## config.mk

```make
export PLATFORM = sky130hd
export DESIGN_NAME = hash_table_put_get_remove_unit
export DESIGN_NICKNAME = d
export VERILOG_FILES = /design/src/htpg_pkg.sv /design/src/htpg_mem.sv /design/src/htpg_ctrl.sv /design/src/htpg_datapath.sv /design/src/hash_table_put_get_remove_unit.sv
export SDC_FILE = /design/constraint.sdc
export NUM_CORES = 2
export LEC_CHECK = 0
export BUFFER_PORTS_ARGS = -buffer_cell sky130_fd_sc_hd__buf_2
export CAP_MARGIN = 20
export CORE_UTILIZATION = 45
export DETAILED_ROUTE_END_ITERATION = 12
export GPL_TIMING_DRIVEN = 0
export SLEW_MARGIN = 20
export SYNTH_ARGS = -nofsm -noshare
export SYNTH_HDL_FRONTEND = slang
export SYNTH_SLANG_ARGS = --single-unit
```

## constraint.sdc

```tcl
create_clock -name clk_i -period 5.65 [get_ports clk_i]
set_input_delay 0.2825 -clock clk_i [delete_from_list [all_inputs] [get_ports clk_i]]
set_output_delay 0.2825 -clock clk_i [all_outputs]
set_load 0.005 [all_outputs]
```

## src/htpg_pkg.sv

```systemverilog
// Shared types, widths and codes of the hash table put/get/remove unit.
package htpg_pkg;

  localparam int KEY_W = 31;
  localparam int VAL_W = 32;
  localparam int REQ_W = 2;
  localparam int ST_W = 2;

  localparam int BUCKETS_DEF = 16;
  localparam int WAYS_DEF = 4;

  // The bucket index is formed four key bits per step, most significant digit first.
  localparam int DIGIT_W = 4;
  localparam int DIGITS = (KEY_W + DIGIT_W - 1) / DIGIT_W;
  localparam int PAD_W = DIGITS * DIGIT_W;
  localparam int DIG_CW = (DIGITS > 1) ? $clog2(DIGITS) : 1;

  localparam logic [REQ_W-1:0] REQ_PUT = REQ_W'(0);
  localparam logic [REQ_W-1:0] REQ_GET = REQ_W'(1);
  localparam logic [REQ_W-1:0] REQ_REMOVE = REQ_W'(2);

  localparam logic [ST_W-1:0] ST_DONE = ST_W'(0);
  localparam logic [ST_W-1:0] ST_ABSENT = ST_W'(1);
  localparam logic [ST_W-1:0] ST_FULL = ST_W'(2);

  typedef struct packed {
    logic             valid;
    logic [KEY_W-1:0] key;
    logic [VAL_W-1:0] value;
  } entry_t;

  typedef struct packed {
    logic clear;
    logic load;
    logic mod_step;
    logic set_base;
    logic scan;
    logic decide;
  } cmd_t;

  typedef struct packed {
    logic clear_last;
    logic mod_last;
    logic scan_done;
  } sts_t;

endpackage

```

## src/htpg_mem.sv

```systemverilog
// Slot memory with one write port and one registered read port.
module htpg_mem
  import htpg_pkg::*;
#(
  parameter int DEPTH = BUCKETS_DEF * WAYS_DEF,
  parameter int AW = (DEPTH > 1) ? $clog2(DEPTH) : 1
) (
  input  logic          clk_i,
  input  logic          we_i,
  input  logic [AW-1:0] waddr_i,
  input  entry_t        wdata_i,
  input  logic          re_i,
  input  logic [AW-1:0] raddr_i,
  output entry_t        rdata_o
);

  entry_t mem_q [DEPTH];
  entry_t rdata_q;

  always_ff @(posedge clk_i) begin
    if (we_i) begin
      mem_q[waddr_i] <= wdata_i;
    end
    if (re_i) begin
      rdata_q <= mem_q[raddr_i];
    end
  end

  assign rdata_o = rdata_q;

endmodule

```

## src/htpg_ctrl.sv

```systemverilog
// Controller state machine that sequences clearing, bucket index, scan and update.
module htpg_ctrl
  import htpg_pkg::*;
(
  input  logic clk_i,
  input  logic rst_ni,
  input  logic start_i,
  input  sts_t sts_i,
  output cmd_t cmd_o,
  output logic busy_o
);

  typedef enum logic [2:0] {
    S_CLEAR,
    S_IDLE,
    S_MOD,
    S_BASE,
    S_SCAN,
    S_DECIDE
  } state_e;

  state_e state_q;
  logic   busy_q;

  always_ff @(posedge clk_i or negedge rst_ni) begin
    if (!rst_ni) begin
      state_q <= S_CLEAR;
      busy_q  <= 1'b1;
    end else begin
      unique case (state_q)
        S_CLEAR: begin
          if (sts_i.clear_last) begin
            state_q <= S_IDLE;
            busy_q  <= 1'b0;
          end
        end
        S_IDLE: begin
          if (start_i) begin
            state_q <= S_MOD;
            busy_q  <= 1'b1;
          end
        end
        S_MOD: begin
          if (sts_i.mod_last) begin
            state_q <= S_BASE;
          end
        end
        S_BASE: begin
          state_q <= S_SCAN;
        end
        S_SCAN: begin
          if (sts_i.scan_done) begin
            state_q <= S_DECIDE;
          end
        end
        S_DECIDE: begin
          state_q <= S_IDLE;
          busy_q  <= 1'b0;
        end
        default: begin
          state_q <= S_IDLE;
          busy_q  <= 1'b0;
        end
      endcase
    end
  end

  always_comb begin
    cmd_o          = '0;
    cmd_o.clear    = (state_q == S_CLEAR);
    cmd_o.load     = (state_q == S_IDLE) && start_i;
    cmd_o.mod_step = (state_q == S_MOD);
    cmd_o.set_base = (state_q == S_BASE);
    cmd_o.scan     = (state_q == S_SCAN);
    cmd_o.decide   = (state_q == S_DECIDE);
  end

  assign busy_o = busy_q;

endmodule

```

## src/htpg_datapath.sv

```systemverilog
// Datapath: request registers, bucket remainder, slot scan and update decision.
module htpg_datapath
  import htpg_pkg::*;
#(
  parameter int BUCKETS = BUCKETS_DEF,
  parameter int WAYS = WAYS_DEF,
  parameter int AW = (BUCKETS * WAYS > 1) ? $clog2(BUCKETS * WAYS) : 1
) (
  input  logic                    clk_i,
  input  logic                    rst_ni,
  input  cmd_t                    cmd_i,
  output sts_t                    sts_o,
  input  logic [REQ_W-1:0]        req_type_i,
  input  logic [KEY_W-1:0]        key_i,
  input  logic signed [VAL_W-1:0] value_i,
  output logic                    mem_we_o,
  output logic [AW-1:0]           mem_waddr_o,
  output entry_t                  mem_wdata_o,
  output logic                    mem_re_o,
  output logic [AW-1:0]           mem_raddr_o,
  input  entry_t                  mem_rdata_i,
  output logic                    done_o,
  output logic [ST_W-1:0]         status_o,
  output logic signed [VAL_W-1:0] read_value_o
);

  localparam int SLOTS = BUCKETS * WAYS;
  localparam int IW = (BUCKETS > 1) ? $clog2(BUCKETS) : 1;
  localparam int RW = IW + DIGIT_W;
  localparam int WCW = $clog2(WAYS + 1);
  localparam int STEPS = (1 << DIGIT_W) - 1;

  logic [REQ_W-1:0] req_q;
  logic [KEY_W-1:0] key_q;
  logic [VAL_W-1:0] val_q;
  logic [PAD_W-1:0] ksh_q;
  logic [IW-1:0]    rem_q;
  logic [DIG_CW-1:0] dig_q;
  logic [AW-1:0]    base_q;
  logic [WCW-1:0]   way_q;
  logic             rvld_q;
  logic [WCW-1:0]   rway_q;
  logic             hit_q;
  logic [WCW-1:0]   hit_way_q;
  logic [VAL_W-1:0] hit_val_q;
  logic             free_q;
  logic [WCW-1:0]   free_way_q;
  logic [AW-1:0]    clr_q;
  logic             done_q;
  logic [ST_W-1:0]  status_q;
  logic [VAL_W-1:0] rdval_q;

  logic [RW-1:0]    r_ext;
  logic [RW-1:0]    r_new;
  logic             issue;
  logic             dec_we;
  logic [WCW-1:0]   dec_way;
  entry_t           dec_wdata;
  logic [ST_W-1:0]  status_d;
  logic [VAL_W-1:0] rdval_d;

  // One remainder step: shift in a digit and take off the largest multiple of BUCKETS.
  always_comb begin
    r_ext = {rem_q, ksh_q[PAD_W-1 -: DIGIT_W]};
    r_new = r_ext;
    for (int k = 1; k <= STEPS; k++) begin
      if (r_ext >= RW'(k * BUCKETS)) begin
        r_new = r_ext - RW'(k * BUCKETS);
      end
    end
  end

  assign issue = cmd_i.scan && (way_q < WCW'(WAYS));

  always_comb begin
    dec_we          = 1'b0;
    dec_way         = hit_q ? hit_way_q : free_way_q;
    dec_wdata.valid = 1'b1;
    dec_wdata.key   = key_q;
    dec_wdata.value = val_q;
    status_d        = ST_ABSENT;
    rdval_d         = '1;
    unique case (req_q)
      REQ_PUT: begin
        if (hit_q || free_q) begin
          dec_we   = 1'b1;
          status_d = ST_DONE;
        end else begin
          status_d = ST_FULL;
        end
      end
      REQ_GET: begin
        if (hit_q) begin
          rdval_d  = hit_val_q;
          status_d = ST_DONE;
        end
      end
      REQ_REMOVE: begin
        if (hit_q) begin
          dec_we          = 1'b1;
          dec_wdata.valid = 1'b0;
          status_d        = ST_DONE;
        end
      end
      default: begin
        status_d = ST_ABSENT;
      end
    endcase
  end

  always_ff @(posedge clk_i or negedge rst_ni) begin
    if (!rst_ni) begin
      dig_q  <= '0;
      way_q  <= '0;
      rvld_q <= 1'b0;
      hit_q  <= 1'b0;
      free_q <= 1'b0;
      clr_q  <= '0;
      done_q <= 1'b0;
    end else begin
      done_q <= cmd_i.decide;
      rvld_q <= issue;
      if (cmd_i.clear) begin
        clr_q <= clr_q + AW'(1);
      end
      if (cmd_i.load) begin
        dig_q  <= '0;
        way_q  <= '0;
        hit_q  <= 1'b0;
        free_q <= 1'b0;
      end
      if (cmd_i.mod_step) begin
        dig_q <= dig_q + DIG_CW'(1);
      end
      if (issue) begin
        way_q <= way_q + WCW'(1);
      end
      if (rvld_q) begin
        if (mem_rdata_i.valid && (mem_rdata_i.key == key_q) && !hit_q) begin
          hit_q <= 1'b1;
        end
        if (!mem_rdata_i.valid && !free_q) begin
          free_q <= 1'b1;
        end
      end
    end
  end

  always_ff @(posedge clk_i) begin
    if (cmd_i.load) begin
      req_q <= req_type_i;
      key_q <= key_i;
      val_q <= value_i;
      ksh_q <= PAD_W'(key_i);
      rem_q <= '0;
    end
    if (cmd_i.mod_step) begin
      ksh_q <= ksh_q << DIGIT_W;
      rem_q <= IW'(r_new);
    end
    if (cmd_i.set_base) begin
      base_q <= AW'(32'(rem_q) * WAYS);
    end
    if (issue) begin
      rway_q <= way_q;
    end
    if (rvld_q) begin
      if (mem_rdata_i.valid && (mem_rdata_i.key == key_q) && !hit_q) begin
        hit_way_q <= rway_q;
        hit_val_q <= mem_rdata_i.value;
      end
      if (!mem_rdata_i.valid && !free_q) begin
        free_way_q <= rway_q;
      end
    end
    if (cmd_i.decide) begin
      status_q <= status_d;
      rdval_q  <= rdval_d;
    end
  end

  assign sts_o.clear_last = (clr_q == AW'(SLOTS - 1));
  assign sts_o.mod_last   = (dig_q == DIG_CW'(DIGITS - 1));
  assign sts_o.scan_done  = rvld_q && (rway_q == WCW'(WAYS - 1));

  assign mem_re_o    = issue;
  assign mem_raddr_o = base_q + AW'(way_q);
  assign mem_we_o    = cmd_i.clear || (cmd_i.decide && dec_we);
  assign mem_waddr_o = cmd_i.clear ? clr_q : (base_q + AW'(dec_way));
  assign mem_wdata_o = cmd_i.clear ? entry_t'('0) : dec_wdata;

  assign done_o       = done_q;
  assign status_o     = status_q;
  assign read_value_o = rdval_q;

endmodule

```

## src/hash_table_put_get_remove_unit.sv

```systemverilog
// Top level of the hash table put/get/remove unit with bounded slots per bucket.
// A result word is strobed after the request's remainder, base, scan and decide steps.
// The key remainder is formed digit-serially, and the bucket's WAYS slots are read one by
// one through the single memory read port; a new request is taken only once busy falls.
// After reset every slot of the memory is swept clear with busy high.
// Results are strobed for one cycle on done_o; the receiver cannot stall.
module hash_table_put_get_remove_unit
  import htpg_pkg::*;
#(
  parameter int BUCKETS = BUCKETS_DEF,
  parameter int WAYS = WAYS_DEF
) (
  input  logic                    clk_i,
  input  logic                    rst_ni,
  input  logic                    start,
  output logic                    busy,
  input  logic [REQ_W-1:0]        req_type_i,
  input  logic [KEY_W-1:0]        key_i,
  input  logic signed [VAL_W-1:0] value_i,
  output logic                    done_o,
  output logic [ST_W-1:0]         status_o,
  output logic signed [VAL_W-1:0] read_value_o
);

  localparam int SLOTS = BUCKETS * WAYS;
  localparam int AW = (SLOTS > 1) ? $clog2(SLOTS) : 1;

  cmd_t          cmd;
  sts_t          sts;
  logic          mem_we;
  logic [AW-1:0] mem_waddr;
  entry_t        mem_wdata;
  logic          mem_re;
  logic [AW-1:0] mem_raddr;
  entry_t        mem_rdata;

  htpg_ctrl u_ctrl (
    .clk_i  (clk_i),
    .rst_ni (rst_ni),
    .start_i(start),
    .sts_i  (sts),
    .cmd_o  (cmd),
    .busy_o (busy)
  );

  htpg_datapath #(
    .BUCKETS(BUCKETS),
    .WAYS   (WAYS),
    .AW     (AW)
  ) u_datapath (
    .clk_i       (clk_i),
    .rst_ni      (rst_ni),
    .cmd_i       (cmd),
    .sts_o       (sts),
    .req_type_i  (req_type_i),
    .key_i       (key_i),
    .value_i     (value_i),
    .mem_we_o    (mem_we),
    .mem_waddr_o (mem_waddr),
    .mem_wdata_o (mem_wdata),
    .mem_re_o    (mem_re),
    .mem_raddr_o (mem_raddr),
    .mem_rdata_i (mem_rdata),
    .done_o      (done_o),
    .status_o    (status_o),
    .read_value_o(read_value_o)
  );

  htpg_mem #(
    .DEPTH(SLOTS),
    .AW   (AW)
  ) u_mem (
    .clk_i  (clk_i),
    .we_i   (mem_we),
    .waddr_i(mem_waddr),
    .wdata_i(mem_wdata),
    .re_i   (mem_re),
    .raddr_i(mem_raddr),
    .rdata_o(mem_rdata)
  );

  a_accept_busy : assert property (@(posedge clk_i) disable iff (!rst_ni)
    (start && !busy) |=> busy)
    else $error("Accepted word did not raise busy.");

  a_done_after_work : assert property (@(posedge clk_i) disable iff (!rst_ni)
    done_o |-> $past(busy))
    else $error("Result word strobed without a request in progress.");

  a_done_single : assert property (@(posedge clk_i) disable iff (!rst_ni)
    done_o |=> !done_o)
    else $error("Result word strobed twice.");

  a_miss_value : assert property (@(posedge clk_i) disable iff (!rst_ni)
    (done_o && (status_o != ST_DONE)) |-> (read_value_o == '1))
    else $error("Unsuccessful request returned a value other than all ones.");

endmodule

```

==> results.sh <==
export IMPL_avgSynthCellArea_um2=20.31
export IMPL_crit_top_cell="buf_2"
export IMPL_worstSetupPathType="reg2reg"
export IMPL_critPathMaxStageDelay_ps=820
export IMPL_drive_gt1_share_pct=23.96
export IMPL_wl_um=506100
export IMPL_postCtsSetupBuffers=0
export IMPL_antenna_found_initial=38
export IMPL_cp_end_kind="register"
export IMPL_grt_util_all_layers_pct=26.66
export IMPL_final_antenna_net_count=0
export IMPL_p_int_uw=65570
export IMPL_placed_cell_area_um2=181900
export IMPL_synth_top_cells_by_count="edfxtp_1 (4336), mux2i_1 (705), mux4_2 (598)"
export IMPL_placeableCoreArea_um2=371900
export IMPL_worstPathCellList="ha_1 > buf_2 > nand2b_1 > buf_4 > buf_2 > clkbuf_1 > o22ai_1 > o32ai_1 > o32ai_2 > o221a_1"
export IMPL_crit_buf_inv=4
export IMPL_slowest_stage="o32ai_1"
export IMPL_initial_core_util_pct=45.18
export IMPL_synth_cells=8272
export IMPL_layout_setup_ws_ps=74.41
export IMPL_synth_area_leader_cell="edfxtp_1"
export IMPL_htreeDepth=5
export IMPL_setup_worst_path_start_class="register"
export IMPL_grt_busiest_layer="met2"
export IMPL_io_pins=104
export IMPL_leakage_uw=0.06274
export IMPL_rows=224
export IMPL_drv_slew=0
export IMPL_stdcell_area_um2=197100
export IMPL_crit_required_ps=6370
export IMPL_drcViolationCount=0
export IMPL_synth_ff_type="edfxtp_1"
export IMPL_period_minus_slack_ps=5576
export IMPL_via_count=88610
export IMPL_dp_hpwl_um=352600
export IMPL_clock_sinks=4360
export IMPL_synthArstFlopShare_pct=0.4587
export IMPL_grt_ovfl_total=0
export IMPL_p_switching_uw=30130
export IMPL_synth_nets=8351
export IMPL_seqPwrFrac_pct=43.6
export IMPL_status="completed"
export IMPL_clk_pin_slew_ps=60
export IMPL_min_delay_start="key_i[12]"
export IMPL_final_setup_viol_count=0
export IMPL_timing_fmax_mhz=179.4
export IMPL_io_buffers=103
export IMPL_dieWidth_um=613.0
export IMPL_wire_per_inst_um=34.82
export IMPL_cellPowerDensity_nw_per_um2=485.6
export IMPL_skew_ps=59.84
export IMPL_critical_path_top_delay_family="buffers and inverters"
export IMPL_hold_viol=0
export IMPL_maxSlewHeadroom_pct=17.15
export IMPL_cts_tree="yes"
export IMPL_grt_util_met3_pct=5.016
export IMPL_crit_arrival_ps=6290
export IMPL_cts_buffers=432
export IMPL_met1_usage_pct=35.79
export IMPL_hold_class="in2reg"
export IMPL_cp_max_fo=10
export IMPL_final_nets=9274
export IMPL_worstMarginPinSlew_ps=1243
export IMPL_startpoint="u_datapath.way_q[2]"
export IMPL_clk_latency_ps=1010
export IMPL_p_comb_share_pct=26.3
export IMPL_clockBufferDepth=4
export IMPL_switching_share_pct=31.48
export IMPL_yosysSeqAreaShare_pct=77.84
export IMPL_avgViaCountPerCell=6.096
export IMPL_ys_top_cells_by_area="edfxtp_1 (77%), mux4_2 (8.0%), mux2i_1 (4.2%), mux2_2 (1.1%), a211oi_1 (0.98%)"
export IMPL_r2r_start="u_datapath.way_q[2]"
export IMPL_rsz0062_at_grt="no"
export IMPL_maxCapViolations=0
export IMPL_pre_cts_ws_ps=-223.0
export IMPL_die_area_um2=375800
export IMPL_yosysWarnings=0
export IMPL_synth_edf_count=4336
export IMPL_grt_pass1_wl_um=692200
export IMPL_ys_ff_latch=4360
export IMPL_grt_pass1_vias=86910
export IMPL_dr_pass1_iters=6
export IMPL_drt_iter0_markers=11780
export IMPL_place_gp_congestion=0.9013
export IMPL_synth_most_common_cell="edfxtp_1"
export IMPL_area_delta_synth_final_pct=17.30
export IMPL_fp_dieH_um=613.0
export IMPL_power_frac_clock_pct=30.1
export IMPL_syn_cell_area_um2=168000
export IMPL_synth_distinct_cells=58
export IMPL_grt_max_degree=65
export IMPL_ir_drop_mv=0.4030
export IMPL_p_total_uw=95700
export IMPL_period_share_pct=98.68
export IMPL_synth_top_area_share_pct=77.50
export IMPL_cts_root_buf="clkbuf_16"
export IMPL_use_met2_pct=42.68
## final cells by class
type                    count  area (µm²)
fillers                 28510      174800
plain buffers             493        2675
clock buffers             530       11330
inverters                  11       41.29
diodes                      9       22.52
clock inverters           263        2778
multi-input cells        3407       35510
repair buffers            490        7715
well taps                4972        6221
flip-flops and latches   4360      130800
## state kept, by name, summed over array words and instances (netlist names), 6 cells and up
register and count:
u_datapath.clr_q 6, u_mem.mem_q 4096, u_datapath.read_value_o 32, u_datapath.val_q 32
u_mem.rdata_o 64, u_datapath.ksh_q 32, u_datapath.hit_val_q 32, u_datapath.key_q 31
## power by group through the flow
stage | combinational, µW | clock [µW] | sequential (µW)
after global placement | 22500 | 0 | 43200
after detailed placement | 24800 | 0 | 42400
after CTS | 24900 | 29100 | 41700
final | 25100 | 28800 | 41700
after global routing | 26000 | 30300 | 41800
after floorplan | 13000 | 0 | 42400
## through the flow
step	cells	hold slack (ps)	TNS, ps	utilization (%)
after floorplan	8272	-13.09	0	-
after global placement	13350	270.5	-	46.99
after detailed placement	13630	290.9	-897.2	48.90
after CTS	14530	0.2736	0	52.98
after global routing	14530	57.39	0	52.99
final	14540	61.63	0	52.99
## final timing paths
kind                                             to  slack (ps)  cells past startpoint
max                                u_mem.rdata_o[5]          70                     10
min                            u_datapath.key_q[12]          60                      2
max reg2reg                        u_mem.rdata_o[5]          70                     10
min reg2reg                u_datapath.hit_val_q[27]         410                      0
max in group asynchronous       u_datapath.clr_q[2]        3820                      4
min in group asynchronous             u_ctrl.busy_o         430                      3
## kinds of logic (layout without fill, tap and decap cells)
logic type                 after synthesis  in the layout  synth area share (%)
AOI/OAI and AO/OA                     1010           1010                 4.455
adders and majority gates               11             11               0.08192
xor gates and xnor gates                43             43                0.2286
DFF                                   4360           4360                 77.84
buffers and inverters                  505           1787                 1.604
muxes                                 1472           1472                 13.35
other                                    0              9                     0
and+or+nand+nor                        871            871                 2.439
## cells in the final DEF, fill, tap and decap left out, types with 143 or more instances in the layout
cell type,n
nand2_1,322
a21oi_1,143
a211oi_1,217
clkbuf_16,435
buf_12,168
nor2b_1,154
mux4_2,598
edfxtp_1,4336
clkbuf_1,281
mux2i_1,705
mux2_2,169
o22ai_1,229
buf_2,242
## what timing repair did
item	in CTS	in global routing
endpoints found under the hold margin	118	0
resized for setup	5	0
endpoints found under the setup margin	13	0
hold buffers	105	0
## metal layers
metal  share of wire, %  up-vias  wire, µm
met4                5.1        8     25720
met5              0.011        -        54
li1                   -    36050         -
met3                9.3      868     47240
met2                 47     4606    239500
met1                 38    47080    193600
## worst register-to-register path, stage by stage (launching register included)
cell and delay, ps:
dfrtp_1 480, ha_1 550, buf_2 450, nand2b_1 370, buf_4 270, buf_2 520, clkbuf_1 810, o22ai_1 260
o32ai_1 820, o32ai_2 430, o221a_1 350
Power figures use the tool's default switching activity.
